--- config.mk ---
export PLATFORM = sky130hd
export DESIGN_NAME = touch_contact_event_tracker
export DESIGN_NICKNAME = d
export VERILOG_FILES = /design/src/hdl/tcet_pkg.sv /design/src/hdl/tcet_cfg.sv /design/src/hdl/tcet_lane.sv /design/src/hdl/touch_contact_event_tracker.sv
export SDC_FILE = /design/constraint.sdc
export NUM_CORES = 1
export LEC_CHECK = 0
export CAP_MARGIN = 20
export CORE_MARGIN = 4
export CORE_UTILIZATION = 55
export DETAILED_ROUTE_END_ITERATION = 7
export DONT_BUFFER_PORTS = 1
export PLACE_DENSITY_LB_ADDON = 0.2
export RECOVER_POWER = 50
export SLEW_MARGIN = 40
export SYNTH_ARGS = -nofsm -noshare
export SYNTH_HDL_FRONTEND = slang
export SYNTH_SLANG_ARGS = --single-unit
export TNS_END_PERCENT = 100
--- constraint.sdc ---
create_clock -name i_clk -period 8.29 [get_ports i_clk]
set_input_delay 0.4145 -clock i_clk [delete_from_list [all_inputs] [get_ports i_clk]]
set_output_delay 0.4145 -clock i_clk [all_outputs]
set_load 0.02 [all_outputs]
--- src/hdl/tcet_pkg.sv ---
// ----------------------------------------------------------------------------
// tcet_pkg
// Shared types and constants of the touch contact event tracker: sample and
// result payloads, configuration set, per-slot control and result records.
// ----------------------------------------------------------------------------
package tcet_pkg;

    // coordinate and count widths
    localparam int unsigned COORD_W = 16;
    localparam int unsigned COUNT_W = 8;

    // configuration port
    localparam int unsigned APB_DATA_W = 32;
    localparam int unsigned APB_ADDR_W = 5;
    localparam int unsigned REG_IDX_W  = 3;

    // register indexes
    localparam logic [REG_IDX_W-1:0] REG_INVERT_BEFORE_SWAP = 3'd0;
    localparam logic [REG_IDX_W-1:0] REG_SWAP_AXES          = 3'd1;
    localparam logic [REG_IDX_W-1:0] REG_INVERT_X           = 3'd2;
    localparam logic [REG_IDX_W-1:0] REG_INVERT_Y           = 3'd3;
    localparam logic [REG_IDX_W-1:0] REG_X_EXTENT           = 3'd4;
    localparam logic [REG_IDX_W-1:0] REG_Y_EXTENT           = 3'd5;

    // extent reset values
    localparam logic [COORD_W-1:0] X_EXTENT_RST = 16'd800;
    localparam logic [COORD_W-1:0] Y_EXTENT_RST = 16'd480;

    // contact counts that matter to the slots
    localparam logic [COUNT_W-1:0] COUNT_NONE = 8'd0;
    localparam logic [COUNT_W-1:0] COUNT_TWO  = 8'd2;

    // slot event codes
    typedef enum logic [1:0] {
        EV_NONE    = 2'd0,
        EV_PRESS   = 2'd1,
        EV_MOVE    = 2'd2,
        EV_RELEASE = 2'd3
    } t_event;

    // one raw touch sample
    typedef struct packed {
        logic               int_asserted;
        logic [COUNT_W-1:0] contact_count;
        logic [COORD_W-1:0] first_x;
        logic [COORD_W-1:0] first_y;
        logic [COORD_W-1:0] second_x;
        logic [COORD_W-1:0] second_y;
    } t_sample;

    // one result item
    typedef struct packed {
        t_event             first_event;
        logic [COORD_W-1:0] first_x_out;
        logic [COORD_W-1:0] first_y_out;
        logic               first_x_changed;
        logic               first_y_changed;
        t_event             second_event;
        logic [COORD_W-1:0] second_x_out;
        logic [COORD_W-1:0] second_y_out;
        logic               second_x_changed;
        logic               second_y_changed;
        logic               frame_sync;
    } t_result;

    // configuration set seen by the lanes
    typedef struct packed {
        logic               invert_before_swap;
        logic               swap_axes;
        logic               invert_x;
        logic               invert_y;
        logic [COORD_W-1:0] x_extent;
        logic [COORD_W-1:0] y_extent;
    } t_cfg;

    // per-slot activity, derived from current and previous counts
    typedef struct packed {
        logic active;
        logic was_active;
        logic fresh;
    } t_slot_ctl;

    // per-slot findings
    typedef struct packed {
        t_event             event_code;
        logic [COORD_W-1:0] x;
        logic [COORD_W-1:0] y;
        logic               x_changed;
        logic               y_changed;
    } t_slot_res;

endpackage

--- src/hdl/tcet_cfg.sv ---
// ----------------------------------------------------------------------------
// tcet_cfg
// Configuration registers behind an APB-style port. Writes land on the
// access cycle; reads return the stored value, zero outside the map.
// ----------------------------------------------------------------------------
module tcet_cfg (
    input  logic                                i_clk,
    input  logic                                i_rst_n,
    input  logic                                psel,
    input  logic                                penable,
    input  logic                                pwrite,
    input  logic [tcet_pkg::APB_ADDR_W-1:0]     paddr,
    input  logic [tcet_pkg::APB_DATA_W-1:0]     pwdata,
    output logic [tcet_pkg::APB_DATA_W-1:0]     prdata,
    output logic                                pready,
    output tcet_pkg::t_cfg                      o_cfg
);
    import tcet_pkg::*;

    t_cfg                 r_cfg;
    logic                 wr_en;
    logic [REG_IDX_W-1:0] reg_idx;

    assign pready  = 1'b1;
    assign reg_idx = paddr[APB_ADDR_W-1:2];
    assign wr_en   = psel && penable && pwrite;

    // register write
    always_ff @(posedge i_clk) begin
        if (!i_rst_n) begin
            r_cfg.invert_before_swap <= 1'b0;
            r_cfg.swap_axes          <= 1'b0;
            r_cfg.invert_x           <= 1'b0;
            r_cfg.invert_y           <= 1'b0;
            r_cfg.x_extent           <= X_EXTENT_RST;
            r_cfg.y_extent           <= Y_EXTENT_RST;
        end else if (wr_en) begin
            unique case (reg_idx)
                REG_INVERT_BEFORE_SWAP: r_cfg.invert_before_swap <= pwdata[0];
                REG_SWAP_AXES:          r_cfg.swap_axes          <= pwdata[0];
                REG_INVERT_X:           r_cfg.invert_x           <= pwdata[0];
                REG_INVERT_Y:           r_cfg.invert_y           <= pwdata[0];
                REG_X_EXTENT:           r_cfg.x_extent           <= pwdata[COORD_W-1:0];
                REG_Y_EXTENT:           r_cfg.y_extent           <= pwdata[COORD_W-1:0];
                default: ;
            endcase
        end
    end

    // register read
    always_comb begin
        prdata = '0;
        unique case (reg_idx)
            REG_INVERT_BEFORE_SWAP: prdata[0] = r_cfg.invert_before_swap;
            REG_SWAP_AXES:          prdata[0] = r_cfg.swap_axes;
            REG_INVERT_X:           prdata[0] = r_cfg.invert_x;
            REG_INVERT_Y:           prdata[0] = r_cfg.invert_y;
            REG_X_EXTENT:           prdata[COORD_W-1:0] = r_cfg.x_extent;
            REG_Y_EXTENT:           prdata[COORD_W-1:0] = r_cfg.y_extent;
            default:                prdata = '0;
        endcase
    end

    assign o_cfg = r_cfg;

endmodule

--- src/hdl/tcet_lane.sv ---
// ----------------------------------------------------------------------------
// tcet_lane
// One contact slot: orients the raw coordinates (swap and inversion in the
// configured order) and judges press, move or release against the kept pair.
// ----------------------------------------------------------------------------
module tcet_lane (
    input  tcet_pkg::t_cfg                      i_cfg,
    input  tcet_pkg::t_slot_ctl                 i_ctl,
    input  logic [tcet_pkg::COORD_W-1:0]        i_raw_x,
    input  logic [tcet_pkg::COORD_W-1:0]        i_raw_y,
    input  logic [tcet_pkg::COORD_W-1:0]        i_prev_x,
    input  logic [tcet_pkg::COORD_W-1:0]        i_prev_y,
    output tcet_pkg::t_slot_res                 o_res
);
    import tcet_pkg::*;

    logic [COORD_W-1:0] pre_x, pre_y;
    logic [COORD_W-1:0] sw_x, sw_y;
    logic [COORD_W-1:0] fin_x, fin_y;
    logic               x_diff, y_diff;

    // inversion ahead of the swap
    always_comb begin
        pre_x = i_raw_x;
        pre_y = i_raw_y;
        if (i_cfg.invert_before_swap && i_cfg.invert_x) begin
            pre_x = i_cfg.x_extent - i_raw_x;
        end
        if (i_cfg.invert_before_swap && i_cfg.invert_y) begin
            pre_y = i_cfg.y_extent - i_raw_y;
        end
    end

    // axis swap
    assign sw_x = i_cfg.swap_axes ? pre_y : pre_x;
    assign sw_y = i_cfg.swap_axes ? pre_x : pre_y;

    // inversion after the swap
    always_comb begin
        fin_x = sw_x;
        fin_y = sw_y;
        if (!i_cfg.invert_before_swap && i_cfg.invert_x) begin
            fin_x = i_cfg.x_extent - sw_x;
        end
        if (!i_cfg.invert_before_swap && i_cfg.invert_y) begin
            fin_y = i_cfg.y_extent - sw_y;
        end
    end

    assign x_diff = (fin_x != i_prev_x);
    assign y_diff = (fin_y != i_prev_y);

    // event judgment
    always_comb begin
        o_res.event_code = EV_NONE;
        o_res.x          = fin_x;
        o_res.y          = fin_y;
        o_res.x_changed  = 1'b0;
        o_res.y_changed  = 1'b0;
        priority if (i_ctl.active && i_ctl.fresh) begin
            o_res.event_code = EV_PRESS;
            o_res.x_changed  = 1'b1;
            o_res.y_changed  = 1'b1;
        end else if (i_ctl.active && (x_diff || y_diff)) begin
            o_res.event_code = EV_MOVE;
            o_res.x_changed  = x_diff;
            o_res.y_changed  = y_diff;
        end else if (!i_ctl.active && i_ctl.was_active) begin
            o_res.event_code = EV_RELEASE;
        end else begin
            o_res.event_code = EV_NONE;
        end
    end

endmodule

--- src/hdl/touch_contact_event_tracker.sv ---
// ----------------------------------------------------------------------------
// touch_contact_event_tracker
// Turns two-contact touch samples into press, move and release events.
// ----------------------------------------------------------------------------
// For each accepted sample, two slot lanes orient their contact and compare
// it with the kept coordinates, and the merge stage sets frame_sync and loads
// the result into the output register. A sample is dropped without a result
// when the interrupt is low and no contact was active. A new sample is taken
// every cycle as long as the output register is empty or its result is taken
// in that same cycle; the stall on the input follows the output register alone.
// The user must write configuration through the APB port only while no sample
// is in flight; the block itself does not enforce this.
module touch_contact_event_tracker (
    input  logic                                i_clk,
    input  logic                                i_rst_n,
    // sample channel
    input  logic                                i_in_valid,
    output logic                                o_in_stall,
    input  tcet_pkg::t_sample                   i_in_data,
    // result channel
    output logic                                o_out_valid,
    input  logic                                i_out_stall,
    output tcet_pkg::t_result                   o_out_data,
    // configuration
    input  logic                                psel,
    input  logic                                penable,
    input  logic                                pwrite,
    input  logic [tcet_pkg::APB_ADDR_W-1:0]     paddr,
    input  logic [tcet_pkg::APB_DATA_W-1:0]     pwdata,
    output logic [tcet_pkg::APB_DATA_W-1:0]     prdata,
    output logic                                pready
);
    import tcet_pkg::*;

    t_cfg               cfg;
    t_slot_ctl          ctl_first, ctl_second;
    t_slot_res          res_first, res_second;
    t_result            n_out_data;
    t_result            r_out_data;
    logic               r_out_valid;
    logic [COORD_W-1:0] r_prev_first_x, r_prev_first_y;
    logic [COORD_W-1:0] r_prev_second_x, r_prev_second_y;
    logic [COUNT_W-1:0] r_prev_count;
    logic               in_xfer;
    logic               process;
    logic               prev_active, prev_two;

    // configuration registers
    tcet_cfg u_cfg (
        .i_clk   (i_clk),
        .i_rst_n (i_rst_n),
        .psel    (psel),
        .penable (penable),
        .pwrite  (pwrite),
        .paddr   (paddr),
        .pwdata  (pwdata),
        .prdata  (prdata),
        .pready  (pready),
        .o_cfg   (cfg)
    );

    // slot activity from current and kept counts
    assign prev_active = (r_prev_count != COUNT_NONE);
    assign prev_two    = (r_prev_count == COUNT_TWO);

    assign ctl_first.active      = (i_in_data.contact_count != COUNT_NONE);
    assign ctl_first.was_active  = prev_active;
    assign ctl_first.fresh       = !prev_active;
    assign ctl_second.active     = (i_in_data.contact_count == COUNT_TWO);
    assign ctl_second.was_active = prev_two;
    assign ctl_second.fresh      = !prev_active || (r_prev_count == 8'd1);

    // slot lanes
    tcet_lane u_lane_first (
        .i_cfg    (cfg),
        .i_ctl    (ctl_first),
        .i_raw_x  (i_in_data.first_x),
        .i_raw_y  (i_in_data.first_y),
        .i_prev_x (r_prev_first_x),
        .i_prev_y (r_prev_first_y),
        .o_res    (res_first)
    );

    tcet_lane u_lane_second (
        .i_cfg    (cfg),
        .i_ctl    (ctl_second),
        .i_raw_x  (i_in_data.second_x),
        .i_raw_y  (i_in_data.second_y),
        .i_prev_x (r_prev_second_x),
        .i_prev_y (r_prev_second_y),
        .o_res    (res_second)
    );

    // merge lane findings into one result
    always_comb begin
        n_out_data.first_event      = res_first.event_code;
        n_out_data.first_x_out      = res_first.x;
        n_out_data.first_y_out      = res_first.y;
        n_out_data.first_x_changed  = res_first.x_changed;
        n_out_data.first_y_changed  = res_first.y_changed;
        n_out_data.second_event     = res_second.event_code;
        n_out_data.second_x_out     = res_second.x;
        n_out_data.second_y_out     = res_second.y;
        n_out_data.second_x_changed = res_second.x_changed;
        n_out_data.second_y_changed = res_second.y_changed;
        n_out_data.frame_sync       = (res_first.event_code != EV_NONE) ||
                                      (res_second.event_code != EV_NONE);
    end

    // handshake
    assign o_in_stall = r_out_valid && i_out_stall;
    assign in_xfer    = i_in_valid && !o_in_stall;
    assign process    = in_xfer && (i_in_data.int_asserted || prev_active);

    // kept contact state
    always_ff @(posedge i_clk) begin
        if (!i_rst_n) begin
            r_prev_first_x  <= '0;
            r_prev_first_y  <= '0;
            r_prev_second_x <= '0;
            r_prev_second_y <= '0;
            r_prev_count    <= '0;
        end else if (process) begin
            r_prev_first_x  <= res_first.x;
            r_prev_first_y  <= res_first.y;
            r_prev_second_x <= res_second.x;
            r_prev_second_y <= res_second.y;
            r_prev_count    <= i_in_data.contact_count;
        end
    end

    // output register valid
    always_ff @(posedge i_clk) begin
        if (!i_rst_n) begin
            r_out_valid <= 1'b0;
        end else if (!o_in_stall) begin
            r_out_valid <= process;
        end
    end

    // output register payload
    always_ff @(posedge i_clk) begin
        if (process) begin
            r_out_data <= n_out_data;
        end
    end

    assign o_out_valid = r_out_valid;
    assign o_out_data  = r_out_data;

endmodule
==> flow_summary.yaml, run 1 <==
pwr:
  ir_worst_vdd_v: 0.000149
  p_leak_nw: 7.40
  power_density_nw_per_um2: 140
timing:
  rsz0062_at_grt: "no"
  finalSetupTns_ps: 0
  maxSlewHeadroom: -0.718
  final.min_clock_period_ps: 7330
  whs_ps: 43.7
  setup_viol: 0
  hold_viol_final: 0
  worst_slew_pin_slew_ps: 2570
  period_share: 0.884
  finClkSkew_ps: 23.8
  fmax_ghz: 0.136
  drv_slew: 220
synth:
  synth_edf_count: 73
  async_reset_ff_frac: 0
  synth_cell_types: 85
  synth_flop_cell: "dfxtp_1"
  synth_seq_cells: 182
  avgSynthCellArea_sq_um: 7.88
  ys.warnings.count: 0
  synth_seq_area_share: 0.257
  syn-cell-area_sq_um: 17000
  netlist_instances: 2162
clock_network:
  cts_tree: "done"
  htreeDepth: 4
  cts-root-buf: "clkbuf_16"
  cts_buffers: 17
  cts_resized: 0
  cts.sinks: 182
  clock_tree.buffer_depth: 2
  postCtsSetupBuffers: 0
  clkLatencyLatePin_ps: 470
  hold_buffers: 0
  path_clk_slew_ps: 70
critical_path:
  setup.worst_path.start: "u_cfg.o_cfg[34]"
  reg2regPathDepth: 19
  rrSetupSlack_ps: 960
  worst_r2r_endpoint: "o_out_data[0]"
  critical_path_buf_inv_count: 2
  worstSetupPathType: "reg -> reg"
  cp_common_cell: "a21oi_1"
  cp_num_cells: 19
  path_delay_family: "compound AO/OA/AOI/OAI gates"
  cp-start-kind: "flip-flop"
  path_cells: "inv_1, clkbuf_1, nand2_1, nor4_1, mux2i_1, o2111ai_1, ha_1, and3_1, a2111oi_0, o211ai_1, a31o_2, a21oi_1, xnor2_1, or4b_2, a221oi_1, nand4_1, o31ai_1, a21oi_1, or4_1"
  arrival_ps: 7520
  critPathRequiredTime_ps: 8480
  max_stage_delay_ps: 1240
  crit_path_end_kind: "flip-flop"
  worstPathMaxFanout: 31
  worstSetupEndpoint: "o_out_data[0]"
  r2r-start: "u_cfg.o_cfg[34]"
  crit_slowest_cell: "dfxtp_1"
detailed_routing:
  vias_per_cell: 6.48
  met3_length_um: 4910
  ant_nets: 0
  highest_layer: "met4"
  drt-met1-wl_um: 23700
  remaining_drc_errors: 0
  drt_pass1_iterations: 6
  post_drt_wl_per_cell_um: 23.5
  drt_iter0_drc: 1634
  wl_met2_um: 26900
  route.vias.total: 16200
  routed_wl_um: 58800
global_routing:
  grt_pass1_vias: 15000
  grt_pass1_wl_um: 87900
  overflow: 0
  grt.total_usage: 0.339
  grt_max_degree: 153
  antenna_found_initial: 0
layout:
  layout-drive-gt1-share: 0.0469
  nets: 2343
  syn2layout_area_growth_pct: 4.39
  layout.cells.non_filler: 2506
  final.fill_count: 2838
  n_antenna_cell: 0
floorplan:
  die_width_um: 184
  dieArea_sq_um: 33900
  die_y_um: 184
  initial_core_util: 0.557
  rows: 64
  pin_count: 225
  core_area_sq_um: 30600
status:
  status: "finished with violations"
  violations: "max-capacitance violations, max-slew violations"
worst_hold_path:
  hp-class: "in -> reg"
placed_design:
  placed_cells: 2474
  dp_hpwl_um: 45500
  place_congestion: 1.03
  numPortBuffers: 0
job:
  cap_violations: 2
## power by group
part           switching [mW]  internal [mW]  total (mW)
clock network           0.381          0.432       0.814
registers              0.0862           1.01        1.10
logic                   0.353          0.229       0.582
total                   0.820           1.68        2.50
## registers in the layout (all words and copies together) (netlist names)
signal           cells
o_out_valid          1
r_prev_second_x     16
o_out_data          73
r_prev_count         8
r_prev_first_x      16
r_prev_first_y      16
r_prev_second_y     16
u_cfg.o_cfg         36
## cell usage after synthesis, types with 15 or more instances
cell / number / area share
a211oi_1: 29 / 0.013
a21boi_0: 70 / 0.031
a21o_1: 35 / 0.015
a21oi_1: 121 / 0.036
a31oi_1: 15 / 0.0055
and3_1: 21 / 0.0077
buf_1: 15 / 0.0033
buf_2: 19 / 0.0056
buf_4: 19 / 0.0084
clkbuf_1: 71 / 0.016
dfxtp_1: 109 / 0.13
edfxtp_1: 73 / 0.13
ha_1: 121 / 0.089
inv_1: 110 / 0.024
mux2i_1: 62 / 0.036
nand2_1: 297 / 0.065
nand2b_1: 18 / 0.0066
nand3_1: 51 / 0.015
nor2_1: 188 / 0.041
nor2b_1: 20 / 0.0073
nor3_1: 42 / 0.012
nor3b_1: 29 / 0.013
o211a_1: 20 / 0.012
o211ai_1: 32 / 0.014
o21a_1: 29 / 0.013
o21ai_0: 110 / 0.032
o31ai_1: 15 / 0.0066
xnor2_1: 82 / 0.042
xor2_1: 71 / 0.036
## metrics by stage
stage / setup slack [ps] / util / power [mW] / area (sq um)
2_1_floorplan: 2470 / - / 1.56 / 17100
3_3_place_gp: 1240 / 0.563 / 1.67 / 17200
3_5_place_dp: 1160 / 0.564 / 1.69 / 17200
4_1_cts: 1110 / 0.583 / 2.50 / 17800
5_1_grt: 594 / 0.582 / 2.61 / 17800
6_report: 962 / 0.582 / 2.50 / 17800
## layout by cell type (no fill, tap or decap), types with 14 or more instances in the layout
master,n
a211oi_1,29
a21boi_0,70
a21o_1,35
a21oi_1,121
a31oi_1,15
and3_1,21
buf_4,17
clkbuf_16,17
conb_1,17
dfxtp_1,109
edfxtp_1,73
ha_1,121
inv_1,110
mux2i_1,62
nand2_1,297
nand2b_1,17
nand3_1,51
nor2_1,187
nor2b_1,19
nor3_1,42
nor3b_1,29
o211a_1,20
o211ai_1,32
o21a_1,29
o21ai_0,110
o31ai_1,15
or3_1,14
xnor2_1,82
xor2_1,71
## logic make-up (layout without fill, tap and decap cells)
family | after synthesis | after routing | share of synthesized area
simple gates | 770 | 770 | 0.212
buf+inv | 235 | 168 | 0.0573
other cells | 2 | 17 | 0.000441
mux | 74 | 74 | 0.0452
flops | 182 | 182 | 0.257
fa+ha+maj | 129 | 129 | 0.0982
compound gates | 617 | 617 | 0.252
xor+xnor | 153 | 153 | 0.0786
## final cells by class
type,instances,area (sq um),area share
multi-input combinational,1760,11800,0.661
sequential,182,4370,0.246
tap,396,495,0.0278
clock buffer,19,443,0.0249
inverter,111,420,0.0236
timing repair buffer,25,159,0.00893
clock inverter,13,144,0.00809
## worst min-delay path by stage
stage,from,endpoint,slack [ps],depth (start not counted)
global route,i_rst_n,u_cfg.o_cfg[7],30,1
detailed placement,r_prev_count[3],r_prev_count[3],460,2
floorplan,r_prev_count[6],r_prev_count[6],440,2
finish,i_rst_n,u_cfg.o_cfg[25],40,1
global placement,r_prev_count[5],r_prev_count[5],450,2
CTS,i_rst_n,u_cfg.o_cfg[25],20,1
## metal layers
layer | vias up | global-route usage
li1 | 7697 | -
met1 | 7680 | 0.424
met2 | 708 | 0.551
met3 | 149 | 0.0776
met4 | 0 | 0.165
met5 | - | 0
No activity file was read; power rests on OpenSTA's default activity.
==> run 2: changes to the inputs <==
CTS_BUF_LIST = sky130_fd_sc_hd__clkbuf_4 sky130_fd_sc_hd__clkbuf_8   (was unset)
==> run 2 against run 1 <==
The run still ends with max-capacitance violations, max-slew violations left; critical path type unchanged; register-to-register slack improved by 60 ps; clock power decreased by 25%; critical endpoint unchanged; cell area fell by 0.68%; non-clock buffer count rose by 7; clock-buffer cell count unchanged; largest power group unchanged; worst setup slack better by 55 ps; via count about the same; sequential cell count unchanged; worst hold slack got worse by 11 ps; sequential power is essentially flat; first-iteration DRC count increased by 5.6%; die area did not move.
==> flow_summary.yaml, run 2 (same netlist as run 1, synthesis figures left out) <==
worst_hold_path:
  whs_path_depth: 2
  hp-class: "in -> reg"
placed_design:
  place_congestion: 1.03
  dp_hpwl_um: 45500
  numPortBuffers: 0
  placed_cells: 2474
timing:
  rsz0062_at_grt: "no"
  finClkSkew_ps: 24.6
  hold_viol_final: 0
  period_share: 0.877
  final.min_clock_period_ps: 7270
  setup_viol: 0
  fmax_ghz: 0.138
  maxSlewHeadroom: -0.728
  drv_slew: 220
  worst_slew_pin_slew_ps: 2590
  whs_ps: 32.6
  finalSetupTns_ps: 0
clock_network:
  cts_tree: "done"
  cts_buffers: 17
  cts-root-buf: "clkbuf_8"
  cts.sinks: 182
  clkLatencyLatePin_ps: 520
  path_clk_slew_ps: 110
  htreeDepth: 4
  hold_buffers: 7
  cts_resized: 0
  clock_tree.buffer_depth: 2
  postCtsSetupBuffers: 0
pwr:
  power_density_nw_per_um2: 130
  ir_worst_vdd_v: 0.000126
  total_power_mw: 2.30
  p_leak_nw: 7.34
  swShare: 0.346
  power_switching_mw: 0.797
  pwr-share-comb: 0.255
  clkPwrFrac: 0.267
  seq_power_share: 0.478
  p_int_mw: 1.50
floorplan:
  die_y_um: 184
  dieArea_sq_um: 33900
  pin_count: 225
  core_area_sq_um: 30600
  rows: 64
  initial_core_util: 0.557
  die_width_um: 184
layout:
  syn2layout_area_growth_pct: 3.68
  nets: 2350
  n_antenna_cell: 0
  layout.cells.non_filler: 2513
  final_cell_mix: "nand2_1, nor2_1, a21oi_1, ha_1"
  final.fill_count: 2856
  final_common_cell: "nand2_1"
  layout-drive-gt1-share: 0.0468
  largest_reg_flops: 73
detailed_routing:
  post_drt_wl_per_cell_um: 23.4
  drt_pass1_iterations: 6
  remaining_drc_errors: 0
  vias_per_cell: 6.46
  drt_iter0_drc: 1726
  route.vias.total: 16200
  ant_nets: 0
  routed_wl_um: 58900
critical_path:
  path_delay_family: "simple AND/OR/NAND/NOR gates"
  max_stage_delay_ps: 1240
  cp_num_cells: 19
  crit_path_end_kind: "flip-flop"
  path_cells: "inv_1, clkbuf_1, nand2_1, nor4_1, mux2i_1, o2111ai_1, ha_1, and3_1, a2111oi_0, o211ai_1, a31o_2, a21oi_1, xnor2_1, or4b_2, a221oi_1, nand4_1, o31ai_1, a21oi_1, or4_1"
  critical_path_buf_inv_count: 2
  cp-start-kind: "flip-flop"
  arrival_ps: 7530
  worstSetupPathType: "reg -> reg"
  critPathRequiredTime_ps: 8540
  cp_common_cell: "a21oi_1"
  worstPathMaxFanout: 31
  reg2regPathDepth: 19
  crit_slowest_cell: "dfxtp_1"
job:
  cap_violations: 2
status:
  violations: "max-capacitance violations, max-slew violations"
  status: "finished with violations"
global_routing:
  grt_pass1_wl_um: 88100
  antenna_found_initial: 0
  grt_pass1_vias: 15100
  grt.total_usage: 0.339
  overflow: 0
  grt_max_degree: 153
-- run 2: cell types whose count changed in the layout (fill, tap and decap cells not counted), sizes merged --
cell / delta
clkbuf: +1
buf: -1
dlygate4sd3: +7
-- run 2: final timing paths --
check	slack, ps	start	to
setup / recovery	1020	u_cfg.o_cfg[34]	o_out_data[0]
hold reg to reg	470	r_prev_count[3]	r_prev_count[3]
hold / removal	30	pwdata[13]	u_cfg.o_cfg[29]
setup reg to reg	1020	u_cfg.o_cfg[34]	o_out_data[0]
-- run 2: final cells by class --
class	count	area, sq um	area share
multi-input combinational	1760	11800	0.665
sequential	182	4370	0.248
tap	396	495	0.0280
inverter	111	420	0.0238
clock buffer	19	255	0.0144
timing repair buffer	32	225	0.0127
clock inverter	13	144	0.00814
-- run 2: per-stage QoR --
step / worst slack (ps) / utilization / instance area, sq um
final: 1020 / 0.578 / 17700
after global placement: 1240 / 0.563 / 17200
after CTS: 1120 / 0.579 / 17700
after global routing: 602 / 0.578 / 17700
after detailed placement: 1160 / 0.564 / 17200
after floorplan: 2470 / - / 17100
-- run 2: power groups by stage --
stage | combinational, mW | sequential [mW] | clock [mW]
after global routing | 0.647 | 1.11 | 0.657
after detailed placement | 0.569 | 1.12 | 0
final | 0.587 | 1.10 | 0.614
after global placement | 0.557 | 1.12 | 0
after CTS | 0.576 | 1.10 | 0.626
after floorplan | 0.459 | 1.10 | 0
-- run 2: layer usage --
layer	track usage	vias up	share of wire
met2	0.546	671	0.46
met5	0	-	0
met4	0.185	0	0.061
met1	0.426	7707	0.41
met3	0.0728	145	0.076
li1	-	7718	-
